[config.mk]
export PLATFORM = sky130hd
export DESIGN_NAME = convex_polygon_point_test_core
export DESIGN_NICKNAME = d
export VERILOG_FILES = /design/src/rtl/cppt_pkg.sv /design/src/rtl/convex_polygon_point_test_core.sv /design/src/rtl/cppt_ctrl.sv /design/src/rtl/cppt_datapath.sv
export SDC_FILE = /design/constraint.sdc
export NUM_CORES = 2
export LEC_CHECK = 0
export ABC_AREA = 0
export BUFFER_PORTS_ARGS = -buffer_cell sky130_fd_sc_hd__buf_2
export CAP_MARGIN = 20
export CORE_MARGIN = 5
export CORE_UTILIZATION = 55
export CTS_CLUSTER_DIAMETER = 150
export DETAILED_ROUTE_END_ITERATION = 7
export PLACE_DENSITY = 0.83
export REMOVE_ABC_BUFFERS = 1
export SLEW_MARGIN = 20
export SYNTH_ARGS = -nofsm -noshare
export SYNTH_HDL_FRONTEND = slang
export SYNTH_SLANG_ARGS = --single-unit
[constraint.sdc]
create_clock -name aclk -period 9.3 [get_ports aclk]
set_input_delay 1.395 -clock aclk [delete_from_list [all_inputs] [get_ports aclk]]
set_output_delay 1.395 -clock aclk [all_outputs]
set_load 0.01 [all_outputs]
[src/rtl/cppt_pkg.sv]
package cppt_pkg;

    // Fixed widths of the stream fields and the minimum polygon size.
    localparam int unsigned IN_COORD_W = 16;
    localparam int unsigned BATCH_W    = 16;
    localparam int unsigned VCOUNT_W   = 6;
    localparam int unsigned MIN_POLY   = 3;

    // Result status codes.
    typedef enum logic [1:0] {
        STAT_STORED = 2'd0,
        STAT_FULL   = 2'd1,
        STAT_TESTED = 2'd2,
        STAT_SMALL  = 2'd3
    } status_t;

    // Controller to datapath commands.
    typedef struct packed {
        logic    capture;
        logic    exec;
        logic    scan_init;
        logic    scan_step;
        logic    finish;
        logic    set_winding;
        status_t code;
    } cmd_t;

    // Datapath to controller status.
    typedef struct packed {
        logic is_test;
        logic load_full;
        logic load_third;
        logic too_small;
        logic issue_last;
        logic scan_done;
        logic out_busy;
    } stat_t;

endpackage

[src/rtl/convex_polygon_point_test_core.sv]
// Convex polygon point test. Vertices are loaded one word at a time into an
// internal vertex memory; query words are then tested against the stored
// polygon, and a query point counts as inside only when it lies strictly on
// the inner side of every edge, so points on an edge are outside. The winding
// direction is decided when the third vertex arrives, and inside points are
// counted per batch with saturation at the top of the 16-bit counter.
// Sequencing: an input word is taken only while the core is idle. A load that
// is not the third vertex, a load into a full store and a query against fewer
// than three vertices finish without an edge scan. The third vertex runs an
// edge scan for the winding check. A query against N vertices runs an edge
// loop that reads one vertex from the single-port vertex memory per cycle
// (N + 1 reads, the last one wrapping to vertex zero) and then drains a short
// difference, multiply and sign pipeline. A finished result sits in an output
// register; if it has not been taken when the next result is ready, the core
// holds until it is.
module convex_polygon_point_test_core #(
    parameter int unsigned MAX_VERTICES = 32,
    parameter int unsigned COORD_BITS   = 16
) (
    input  logic        aclk,
    input  logic        aresetn,
    // Input words.
    input  logic        s_axis_tvalid,
    output logic        s_axis_tready,
    input  logic [31:0] s_axis_tdata,   // x_coord [15:0], y_coord [31:16]
    input  logic [1:0]  s_axis_tuser,   // cmd [0], start_new [1]
    // Result words.
    output logic        m_axis_tvalid,
    input  logic        m_axis_tready,
    output logic [23:0] m_axis_tdata,   // inside_res [0], inside_count [16:1],
                                        // vertex_count [22:17], zero [23]
    output logic [1:0]  m_axis_tuser    // status [1:0]
);
    import cppt_pkg::*;

    cmd_t                 cmd;
    stat_t                st;
    status_t              out_status;
    logic                 out_inside;
    logic [BATCH_W-1:0]   out_batch;
    logic [VCOUNT_W-1:0]  out_vcount;

    // The controller sequences each word: capture, execute, an edge scan and
    // pipeline drain where one is needed, and result hand-off.
    cppt_ctrl u_ctrl (
        .aclk     (aclk),
        .aresetn  (aresetn),
        .in_valid (s_axis_tvalid),
        .in_ready (s_axis_tready),
        .st       (st),
        .cmd      (cmd)
    );

    // The datapath holds the vertex memory, the polygon state, the edge
    // cross-product pipeline and the output register.
    cppt_datapath #(
        .MAX_VERTICES (MAX_VERTICES),
        .COORD_BITS   (COORD_BITS)
    ) u_dp (
        .aclk       (aclk),
        .aresetn    (aresetn),
        .in_cmd     (s_axis_tuser[0]),
        .in_start   (s_axis_tuser[1]),
        .in_x       (s_axis_tdata[15:0]),
        .in_y       (s_axis_tdata[31:16]),
        .cmd        (cmd),
        .st         (st),
        .out_valid  (m_axis_tvalid),
        .out_ready  (m_axis_tready),
        .out_status (out_status),
        .out_inside (out_inside),
        .out_batch  (out_batch),
        .out_vcount (out_vcount)
    );

    // Result word packing, lowest field first, padded to a whole byte.
    assign m_axis_tdata = {1'b0, out_vcount, out_batch, out_inside};
    assign m_axis_tuser = out_status;

endmodule

[src/rtl/cppt_ctrl.sv]
module cppt_ctrl (
    input  logic            aclk,
    input  logic            aresetn,
    input  logic            in_valid,
    output logic            in_ready,
    input  cppt_pkg::stat_t st,
    output cppt_pkg::cmd_t  cmd
);
    import cppt_pkg::*;

    typedef enum logic [4:0] {
        ST_IDLE   = 5'b00001,
        ST_EXEC   = 5'b00010,
        ST_SCAN   = 5'b00100,
        ST_DRAIN  = 5'b01000,
        ST_FINISH = 5'b10000
    } state_t;

    state_t  state_reg, state_next;
    status_t code_reg, code_next;
    logic    wind_reg, wind_next;

    always_comb begin
        state_next      = state_reg;
        code_next       = code_reg;
        wind_next       = wind_reg;
        in_ready        = 1'b0;
        cmd             = '0;
        cmd.code        = code_reg;
        unique case (state_reg)
            ST_IDLE: begin
                in_ready    = 1'b1;
                cmd.capture = in_valid;
                if (in_valid) begin
                    state_next = ST_EXEC;
                end
            end
            ST_EXEC: begin
                cmd.exec      = 1'b1;
                cmd.scan_init = 1'b1;
                wind_next     = 1'b0;
                if (st.is_test) begin
                    if (st.too_small) begin
                        code_next  = STAT_SMALL;
                        state_next = ST_FINISH;
                    end else begin
                        code_next  = STAT_TESTED;
                        state_next = ST_SCAN;
                    end
                end else if (st.load_full) begin
                    code_next  = STAT_FULL;
                    state_next = ST_FINISH;
                end else begin
                    code_next = STAT_STORED;
                    if (st.load_third) begin
                        wind_next  = 1'b1;
                        state_next = ST_SCAN;
                    end else begin
                        state_next = ST_FINISH;
                    end
                end
            end
            ST_SCAN: begin
                cmd.scan_step = 1'b1;
                if (st.issue_last) begin
                    state_next = ST_DRAIN;
                end
            end
            ST_DRAIN: begin
                if (st.scan_done) begin
                    state_next = ST_FINISH;
                end
            end
            ST_FINISH: begin
                if (!st.out_busy) begin
                    cmd.finish      = 1'b1;
                    cmd.set_winding = wind_reg;
                    state_next      = ST_IDLE;
                end
            end
            default: begin
                state_next = ST_IDLE;
            end
        endcase
    end

    always_ff @(posedge aclk) begin
        if (!aresetn) begin
            state_reg <= ST_IDLE;
            code_reg  <= STAT_STORED;
            wind_reg  <= 1'b0;
        end else begin
            state_reg <= state_next;
            code_reg  <= code_next;
            wind_reg  <= wind_next;
        end
    end

    // A scan is entered only from the execute step.
    a_scan_entry: assert property (@(posedge aclk) disable iff (!aresetn)
        (state_reg == ST_SCAN) && $past(state_reg != ST_SCAN) |-> $past(state_reg == ST_EXEC))
        else $error("scan entered from wrong state");

    // Input is taken only while idle.
    a_ready_idle: assert property (@(posedge aclk) disable iff (!aresetn)
        in_ready |-> (state_reg == ST_IDLE))
        else $error("ready outside idle");

    // A finish always returns to idle.
    a_finish_idle: assert property (@(posedge aclk) disable iff (!aresetn)
        cmd.finish |=> (state_reg == ST_IDLE))
        else $error("finish did not return to idle");

endmodule

[src/rtl/cppt_datapath.sv]
module cppt_datapath #(
    parameter int unsigned MAX_VERTICES = 32,
    parameter int unsigned COORD_BITS   = 16
) (
    input  logic                                aclk,
    input  logic                                aresetn,
    input  logic                                in_cmd,
    input  logic                                in_start,
    input  logic [cppt_pkg::IN_COORD_W-1:0]     in_x,
    input  logic [cppt_pkg::IN_COORD_W-1:0]     in_y,
    input  cppt_pkg::cmd_t                      cmd,
    output cppt_pkg::stat_t                     st,
    output logic                                out_valid,
    input  logic                                out_ready,
    output cppt_pkg::status_t                   out_status,
    output logic                                out_inside,
    output logic [cppt_pkg::BATCH_W-1:0]        out_batch,
    output logic [cppt_pkg::VCOUNT_W-1:0]       out_vcount
);
    import cppt_pkg::*;

    localparam int unsigned CB = COORD_BITS;
    localparam int unsigned DW = CB + 1;
    localparam int unsigned PW = 2 * DW;
    localparam int unsigned CW = $clog2(MAX_VERTICES + 1);
    localparam int unsigned AW = $clog2(MAX_VERTICES);

    // Captured item
    logic                 cmd_reg;
    logic                 start_reg;
    logic signed [CB-1:0] px_reg, py_reg;

    // Polygon state
    logic [CW-1:0]        cnt_reg;
    logic                 cw_reg;
    logic [BATCH_W-1:0]   batch_reg;
    logic [BATCH_W-1:0]   batch_next;

    // Vertex memory, {y, x} per entry
    logic [2*CB-1:0]      mem [MAX_VERTICES];
    logic [2*CB-1:0]      rdata_reg;

    // Scan sequencing
    logic [CW-1:0]        idx_reg;
    logic [CW-1:0]        eff_cnt;
    logic [AW-1:0]        rd_addr;
    logic                 rd_v_reg, first_reg, rlast_reg;

    // Edge pipeline
    logic signed [CB-1:0] rx, ry;
    logic signed [CB-1:0] prev_x_reg, prev_y_reg;
    logic                 a_v_reg, a_last_reg;
    logic signed [DW-1:0] dx_reg, dy_reg, qx_reg, qy_reg;
    logic                 m_v_reg, m_last_reg;
    logic signed [PW-1:0] p1_reg, p2_reg;
    logic signed [PW-1:0] crs;
    logic                 crs_neg, edge_good;
    logic                 ok_reg, neg_reg, done_reg;

    // Output register
    logic                 ovalid_reg;
    status_t              ostatus_reg;
    logic                 oinside_reg;
    logic [BATCH_W-1:0]   obatch_reg;
    logic [VCOUNT_W-1:0]  ovcount_reg;

    assign eff_cnt = start_reg ? '0 : cnt_reg;

    assign st.is_test    = cmd_reg;
    assign st.load_full  = (eff_cnt == CW'(MAX_VERTICES));
    assign st.load_third = (eff_cnt == CW'(MIN_POLY - 1));
    assign st.too_small  = (cnt_reg < CW'(MIN_POLY));
    assign st.issue_last = cmd_reg ? (idx_reg == cnt_reg) : (idx_reg == CW'(1));
    assign st.scan_done  = done_reg;
    assign st.out_busy   = ovalid_reg && !out_ready;

    // The closing edge wraps back to vertex zero.
    assign rd_addr = (idx_reg == cnt_reg) ? '0 : idx_reg[AW-1:0];

    always_ff @(posedge aclk) begin
        if (cmd.capture) begin
            cmd_reg   <= in_cmd;
            start_reg <= in_start;
            px_reg    <= CB'(in_x);
            py_reg    <= CB'(in_y);
        end
    end

    always_ff @(posedge aclk) begin
        if (cmd.exec && !cmd_reg && !st.load_full) begin
            mem[eff_cnt[AW-1:0]] <= {py_reg, px_reg};
        end
        if (cmd.scan_step) begin
            rdata_reg <= mem[rd_addr];
        end
    end

    always_ff @(posedge aclk) begin
        if (!aresetn) begin
            idx_reg   <= '0;
            rd_v_reg  <= 1'b0;
            first_reg <= 1'b0;
            rlast_reg <= 1'b0;
        end else begin
            if (cmd.scan_init) begin
                idx_reg <= '0;
            end else if (cmd.scan_step) begin
                idx_reg <= idx_reg + CW'(1);
            end
            rd_v_reg  <= cmd.scan_step;
            first_reg <= (idx_reg == '0);
            rlast_reg <= st.issue_last;
        end
    end

    assign rx = rdata_reg[CB-1:0];
    assign ry = rdata_reg[2*CB-1:CB];

    // Differences: edge vector and point offset from the edge start.
    always_ff @(posedge aclk) begin
        if (rd_v_reg) begin
            prev_x_reg <= rx;
            prev_y_reg <= ry;
            dx_reg     <= DW'(rx) - DW'(prev_x_reg);
            dy_reg     <= DW'(ry) - DW'(prev_y_reg);
            qx_reg     <= DW'(px_reg) - DW'(prev_x_reg);
            qy_reg     <= DW'(py_reg) - DW'(prev_y_reg);
        end
        p1_reg <= dx_reg * qy_reg;
        p2_reg <= dy_reg * qx_reg;
    end

    assign crs       = p1_reg - p2_reg;
    assign crs_neg   = crs[PW-1];
    assign edge_good = cw_reg ? crs_neg : (!crs_neg && (crs != '0));

    always_ff @(posedge aclk) begin
        if (!aresetn) begin
            a_v_reg    <= 1'b0;
            a_last_reg <= 1'b0;
            m_v_reg    <= 1'b0;
            m_last_reg <= 1'b0;
            ok_reg     <= 1'b1;
            neg_reg    <= 1'b0;
            done_reg   <= 1'b0;
        end else begin
            a_v_reg    <= rd_v_reg && !first_reg;
            a_last_reg <= rlast_reg;
            m_v_reg    <= a_v_reg;
            m_last_reg <= a_last_reg;
            done_reg   <= m_v_reg && m_last_reg;
            if (cmd.scan_init) begin
                ok_reg <= 1'b1;
            end else if (m_v_reg) begin
                ok_reg  <= ok_reg && edge_good;
                neg_reg <= crs_neg;
            end
        end
    end

    always_comb begin
        batch_next = batch_reg;
        if (cmd.exec && cmd_reg && start_reg) begin
            batch_next = '0;
        end else if (cmd.finish && (cmd.code == STAT_TESTED) && ok_reg
                     && (batch_reg != '1)) begin
            batch_next = batch_reg + BATCH_W'(1);
        end
    end

    always_ff @(posedge aclk) begin
        if (!aresetn) begin
            cnt_reg   <= '0;
            cw_reg    <= 1'b0;
            batch_reg <= '0;
        end else begin
            batch_reg <= batch_next;
            if (cmd.exec && !cmd_reg && !st.load_full) begin
                cnt_reg <= eff_cnt + CW'(1);
                if (start_reg) begin
                    cw_reg <= 1'b0;
                end
            end
            if (cmd.set_winding) begin
                cw_reg <= neg_reg;
            end
        end
    end

    always_ff @(posedge aclk) begin
        if (!aresetn) begin
            ovalid_reg <= 1'b0;
        end else if (cmd.finish) begin
            ovalid_reg <= 1'b1;
        end else if (out_ready) begin
            ovalid_reg <= 1'b0;
        end
    end

    always_ff @(posedge aclk) begin
        if (cmd.finish) begin
            ostatus_reg <= cmd.code;
            oinside_reg <= (cmd.code == STAT_TESTED) && ok_reg;
            obatch_reg  <= batch_next;
            ovcount_reg <= VCOUNT_W'(cnt_reg);
        end
    end

    assign out_valid  = ovalid_reg;
    assign out_status = ostatus_reg;
    assign out_inside = oinside_reg;
    assign out_batch  = obatch_reg;
    assign out_vcount = ovcount_reg;

    a_cnt_range: assert property (@(posedge aclk) disable iff (!aresetn)
        cnt_reg <= CW'(MAX_VERTICES))
        else $error("vertex count beyond capacity");

    a_cnt_stable: assert property (@(posedge aclk) disable iff (!aresetn)
        !cmd.exec |=> $stable(cnt_reg))
        else $error("vertex count changed outside execute");

    a_scan_poly: assert property (@(posedge aclk) disable iff (!aresetn)
        cmd.scan_step |-> (cnt_reg >= CW'(MIN_POLY)))
        else $error("scan with fewer than three vertices");

    a_finish_free: assert property (@(posedge aclk) disable iff (!aresetn)
        cmd.finish |-> !(ovalid_reg && !out_ready))
        else $error("result overwritten while waiting");

endmodule
## Word level (Yosys, flattened, before mapping)

Memory sizes are Yosys's and may differ from the RTL's. A register that Yosys moved wholly into a read port is not among the register bits.
Index checks and enable logic that the tools add are counted.

| word-level totals | value |
|---|---|
| logic and storage cells | 124 |
| memories | 1 |
| input port bits | 38 |
| output and inout port bits | 28 |
| flip-flop bits (word level) | 275 |
| RAM bits | 1024 |

Memories:

| name | depth | width | read ports | clocked after Yosys merged registers in | wr ports | RTL line | text |
|---|---|---|---|---|---|---|---|
| u_dp.mem | 32 | 32 | 1 | 1 | 1 | cppt_datapath.sv:40 | `logic [2*CB-1:0] mem [MAX_VERTICES];` |

| operators by class | value |
|---|---|
| $mul | 2 |
| $add $sub $neg | 8 |
| magnitude comparators | 1 |
| bitwise logic cells | 2 |
| mux-type cells | 34 |
| equal/unequal tests | 15 |
| reductions and logical operators | 27 |

Operator list:

| cell | count |
|---|---|
| $mul A17 B17 Y34 | 2 |
| $sub A16 B16 Y17 | 4 |
| $mux W5 | 9 |
| $reduce_bool A34 Y1 | 1 |
| $sub A34 B34 Y34 | 1 |
| $mux W16 | 2 |
| $pmux W5 S5 | 1 |
| $mux W1 | 17 |
| $add A16 B1 Y16 const B | 1 |
| $ne A16 B16 Y1 const B | 1 |
| $logic_and A1 B1 Y1 | 13 |
| $add A6 B1 Y6 const B | 2 |
| $mux W2 | 4 |
| $eq A6 B1 Y1 const B | 1 |
| $eq A6 B2 Y1 const B | 1 |
| $eq A6 B6 Y1 | 1 |
| $eq A6 B6 Y1 const B | 1 |
| $logic_not A6 Y1 | 1 |
| $lt A6 B2 Y1 const B | 1 |
| $mux W6 | 1 |
| $ne A2 B2 Y1 const B | 3 |
| $reduce_bool A2 Y1 | 3 |
| $eq A5 B1 Y1 const B | 1 |
| $eq A5 B2 Y1 const B | 1 |
| 10 further kinds | 16 |

## Depth between registers and ports, before layout

| depth | value |
|---|---|
| depth after elaboration | 9 |
| gate-level depth with buffers | 26 |

## Cells and area by module

From an unflattened synthesis, not the netlist that was laid out.

| second synthesis, totals | value |
|---|---|
| cell total of the unflattened synthesis | 6628 |
| area total of the unflattened synthesis | 77321.7 um2 |

By module, submodules not included:

| module | times used | area each (um2) | cells each | seq. area each (um2) |
|---|---|---|---|---|
| cppt_datapath | 1 | 76797.4 | 6566 | 38647.1 |
| cppt_ctrl | 1 | 505.5 | 59 | 160.2 |
| convex_polygon_point_test_core | 1 | 18.8 | 3 | 0.0 |

## Worst setup path before layout

No wires, ideal clock.

| timing path | value |
|---|---|
| path kind | register to register |
| start | register u_dp.dx_reg[16] |
| end | register u_dp.p1_reg[33] |
| library setup time | 120 ps |
| data required time | 9180 ps |
| cell stages (with the launch flop) | 24 |
| data arrival time | 6231 ps |
| period minus slack after synthesis | 6351 ps |
| path slack | 2949 ps |
| path through | edfxtp_1 clkbuf_1 nand2_1 inv_1 fa_1 fa_1 fa_1 fa_1 fa_1 inv_1 fa_1 inv_1 ha_1 a2111oi_2 nand2_1 o21ai_0 a31oi_1 nand2_1 o21ai_1 and4_1 a2111oi_2 o21ai_1 a21oi_1 xnor2_1 |

| between the ends | value |
|---|---|
| word-level cells in the longest chain between the ends | 1 |

RTL lines:

| item | RTL line | text |
|---|---|---|
| start: declaration | cppt_datapath.sv:53 | `logic signed [DW-1:0] dx_reg, dy_reg, qx_reg, qy_reg;` |
| start signal: assignment | cppt_datapath.sv:124 | `dx_reg <= DW'(rx) - DW'(prev_x_reg);` |
| $mul A17 B17 Y34 | cppt_datapath.sv:129 | `p1_reg <= dx_reg * qy_reg;` |
| end signal: assignment | cppt_datapath.sv:129 |  |
| end: declaration | cppt_datapath.sv:55 | `logic signed [PW-1:0] p1_reg, p2_reg;` |

Every way passes these cells.
A chain may end at the register's enable or synchronous reset.

## Worst setup path in the final report

| timing path | value |
|---|---|
| start | register u_dp.qy_reg[2] |
| end | register u_dp.p1_reg[31] |

| between the ends | value |
|---|---|
| word-level cells in the longest chain between the ends | 1 |

RTL lines:

| item | RTL line | text |
|---|---|---|
| start: declaration | cppt_datapath.sv:53 |  |
| start signal: assignment | cppt_datapath.sv:127 | `qy_reg <= DW'(py_reg) - DW'(prev_y_reg);` |
| $mul A17 B17 Y34 | cppt_datapath.sv:129 |  |

Every way passes these cells.

==> results.md <==
- Status: finished clean
- Setup WS pre-CTS: between 2000 and 2500 ps
- Clk_lat worst skew: about 790 ps
- Final setup fails: 0
- Clock Sinks: ~1300
- Overall routing resource usage: approximately a quarter
- Reg-to-reg slack, setup: roughly 2200 ps
- Synth warn: 0
- Via-to-Cell Ratio: between 5 and 6
- Net Sw Power: 0.008922 W
- Maximum fanout along the worst path: 17
- Drt total wl: approximately 190000 µm
- Synthesis-to-finish area growth: 8.732%
- Pint: 0.01435 W
- Full die area: between 100000 and 150000 µm²
- Synthesized flop and latch total: between 1000 and 1500
- Worst Setup End Kind: flop
- Worst path arrival time: about 7800 ps
- Power Total: ~0.023 W
- Post-Synth XOR/XNOR Area: under 10%
- Post-synth EDFFs: roughly 1200
- CTS Buf Count: 134
- Antenna-violating nets left: 0
- Core ar.: about 140000 µm²
- Max_cap viols: 0
- Post-placement cell area: 79710 µm²
- RSZ-0062 raised after global routing: no
- DRT Pass-1 Iters: 7
- I/O Pins: 66
- Synth unique cells: just over 90
- Switching part of the total power: 38.35%
- Largest family of logic cells by synthesized area: adder cells
- CTS H-tree depth: 4
- Largest register FFs: slightly above 1000
- Max Clock Freq: approximately 140 MHz
- CP most frequent cell: fa_1
- Nets: 7492
- Rows: between 100 and 150
- Slowest cell on the critical path: fa_1
- Critical Path Source Type: flop
- Initial antenna violation count: 7
- LEAKAGE: 32.99 nW
- Final RePlAce weighted congestion: between 0.9 and 1
- Count of final hold-check violations: 0
- PwrDens: about 280 nW/µm²
- Share of layout cells above drive strength 1: between 8 and 9%
- Overflow after GRT: 0
- Root Buffer: clkbuf_16
- Crit Path Class: flop to flop
- Worst Tran Pin Value: ~1100 ps
- Simple-Gate Fraction of Synth Area: 11.72%
- Clock skew: 55.47 ps
- Chip width: about 380 µm
- Peak supply drop: 0.3712 mV
- Vias in the first global route: around 52000
- Hold buffer count at CTS: 0
- Die Span Y: 384.8 µm
- Req. time, crit path: ~10000 ps
- Routed length per instance: between 20 and 25 µm
- Critical path cell sequence: nand2_1 -> inv_1 -> fa_1 -> fa_1 -> fa_1 -> fa_1 -> fa_1 -> inv_1 -> fa_1 -> inv_1 -> ha_1 -> a2111oi_2 -> nand2_1 -> o21ai_0 -> a31oi_1 -> nand2_1 -> o21ai_1 -> and4_1 -> a2111oi_2 -> o21bai_1 -> a21oi_1 -> xnor2_1
- CTS tree: yes
- Final WS setup: ~2200 ps
- Clk slew on worst S/H paths: approximately 60 ps
- Hold WC Path Type: flop to flop
- Synth Area in Compound Gates: roughly 7.5%
- Clock share of power: between 20 and 25%
- Vias: between 50000 and 60000
- Synth Area in Adders: 19.93%
- Placed insts: between 8000 and 9000
- Main synth FF type: edfxtp_1
- Drt drc: 0
- Fin crit share: between 70% and 80%
- Relative slew margins: around 28%
- Post-CTS Setup Bufs: 0
- Max Slew Vio Count: 0
- I/O Buffers: 64
- Mapped Area: just under 80000 µm²
- Logic pwr share: between 40 and 50%
- Post-CTS sizing: 0
- Non-filler instance count after layout: between 8000 and 9000
- Syn Area/Cell: 11.70 µm²
- Post-DP HPWL: ~120000 µm
- Critical Path Max Stage Delay: just under 800 ps
- Largest net degree at the start of global routing: between 150 and 200
- DRT iter0 DRCs: ~5500
- Minimum clock period: ~7100 ps
- Initial Utilization: 55.36%
- Max Buffers Root-to-Sink: 3
- Reg power frac: between 30% and 40%
- Post-Synthesis Cells: 6602
- Most frequent cells in the layout: edfxtp_1 (1215), inv_1 (763), nor2_1 (693)
- Seq/Total Area, Yosys: between 50% and 60%
- Asr flop ratio synth: 0%
- Finished Cell Area: around 84000 µm²
- Mux cell area share after synthesis: under 10%
- Most common cell after layout, fill and taps aside: edfxtp_1
- First-pass GRT wire length: a little under 300000 µm
## logic make-up (layout without fill, tap and decap cells)
family,count (synthesis),after routing
simple gates,2024,2024
other cells,1,3
buf+inv,1076,1162
fa+ha+maj,872,872
compound gates,885,885
mux,264,264
xor+xnor,149,149
flops,1331,1331
## routing by layer
layer / share of wire, % / track usage (%) / vias to the layer above / wire length [µm]
met2: 49 / 44.34 / 2901 / 95450
met1: 36 / 32.88 / 25382 / 70350
met3: 9.4 / 4.718 / 601 / 18180
li1: - / - / 22406 / -
met5: 0.036 / 0 / - / 69
met4: 4.9 / 11.81 / 10 / 9495
## path summary, 6_finish.rpt
path	start	end	cells after the start
worst max register to register	u_dp.qy_reg[2]$_DFFE_PP_	u_dp.p1_reg[31]$_DFF_P_	22
worst min register to register	u_dp.rlast_reg$_SDFF_PN0_	u_dp.a_last_reg$_SDFF_PN0_	1
worst min-delay path	u_dp.rlast_reg$_SDFF_PN0_	u_dp.a_last_reg$_SDFF_PN0_	1
worst max-delay path	u_dp.qy_reg[2]$_DFFE_PP_	u_dp.p1_reg[31]$_DFF_P_	22
## area by class of cell
class,instances,area [µm²]
Antenna cell,2,5.005
Clock buffer,165,3575
Clock inverter,77,685.7
Fill cell,10332,55540
Inverter,764,2868
Multi-Input combinational cell,4195,34640
Sequential cell,1331,38820
Tap cell,1876,2347
Timing Repair Buffer,156,1056
## per-stage QoR
stage	setup TNS [ps]	utilization, %	hold slack, ps
finish	0	60.20	397.9
detailed placement	0	57.13	387.8
floorplan	-309370	-	366.5
CTS	0	60.18	392.7
global route	0	60.19	417.4
global placement	0	57.13	375.1
## power by group through the flow
stage | clock network, W | logic (W) | registers, W
detailed placement | 0 | 0.0104 | 0.00757
CTS | 0.00526 | 0.0105 | 0.00744
global placement | 0 | 0.0100 | 0.00756
floorplan | 0 | 0.00756 | 0.00764
finish | 0.00522 | 0.0106 | 0.00744
global route | 0.00553 | 0.0118 | 0.00746
## Yosys cell counts (42+ instances only)
cell type | instances | area share, %
fa_1 | 597 | 15
a21oi_1 | 178 | 1.2
nor2_1 | 725 | 3.5
nand3_1 | 171 | 1.1
ha_1 | 275 | 4.5
a31oi_1 | 80 | 0.65
dfxtp_1 | 116 | 3.0
and2_1 | 301 | 2.4
xor2_1 | 45 | 0.51
edfxtp_1 | 1215 | 47
o21ai_0 | 209 | 1.4
buf_2 | 42 | 0.27
nand2_1 | 639 | 3.1
inv_1 | 763 | 3.7
clkbuf_1 | 242 | 1.2
xnor2_1 | 104 | 1.2
mux2_2 | 130 | 1.9
a311oi_1 | 64 | 0.73
o211ai_1 | 172 | 1.7
mux2i_1 | 134 | 1.7
## critical path: cells and delay by family, from the launching register on
kind / cells / cell delay [ps]
AO/OA/AOI/OAI: 7 / 1710
XOR/XNOR: 1 / 160
adder cells (fa/ha/maj): 7 / 3610
buffers and inverters: 3 / 200
flip-flops: 1 / 660
AND/OR/NAND/NOR: 4 / 680
(Power assumes the default switching activity.)
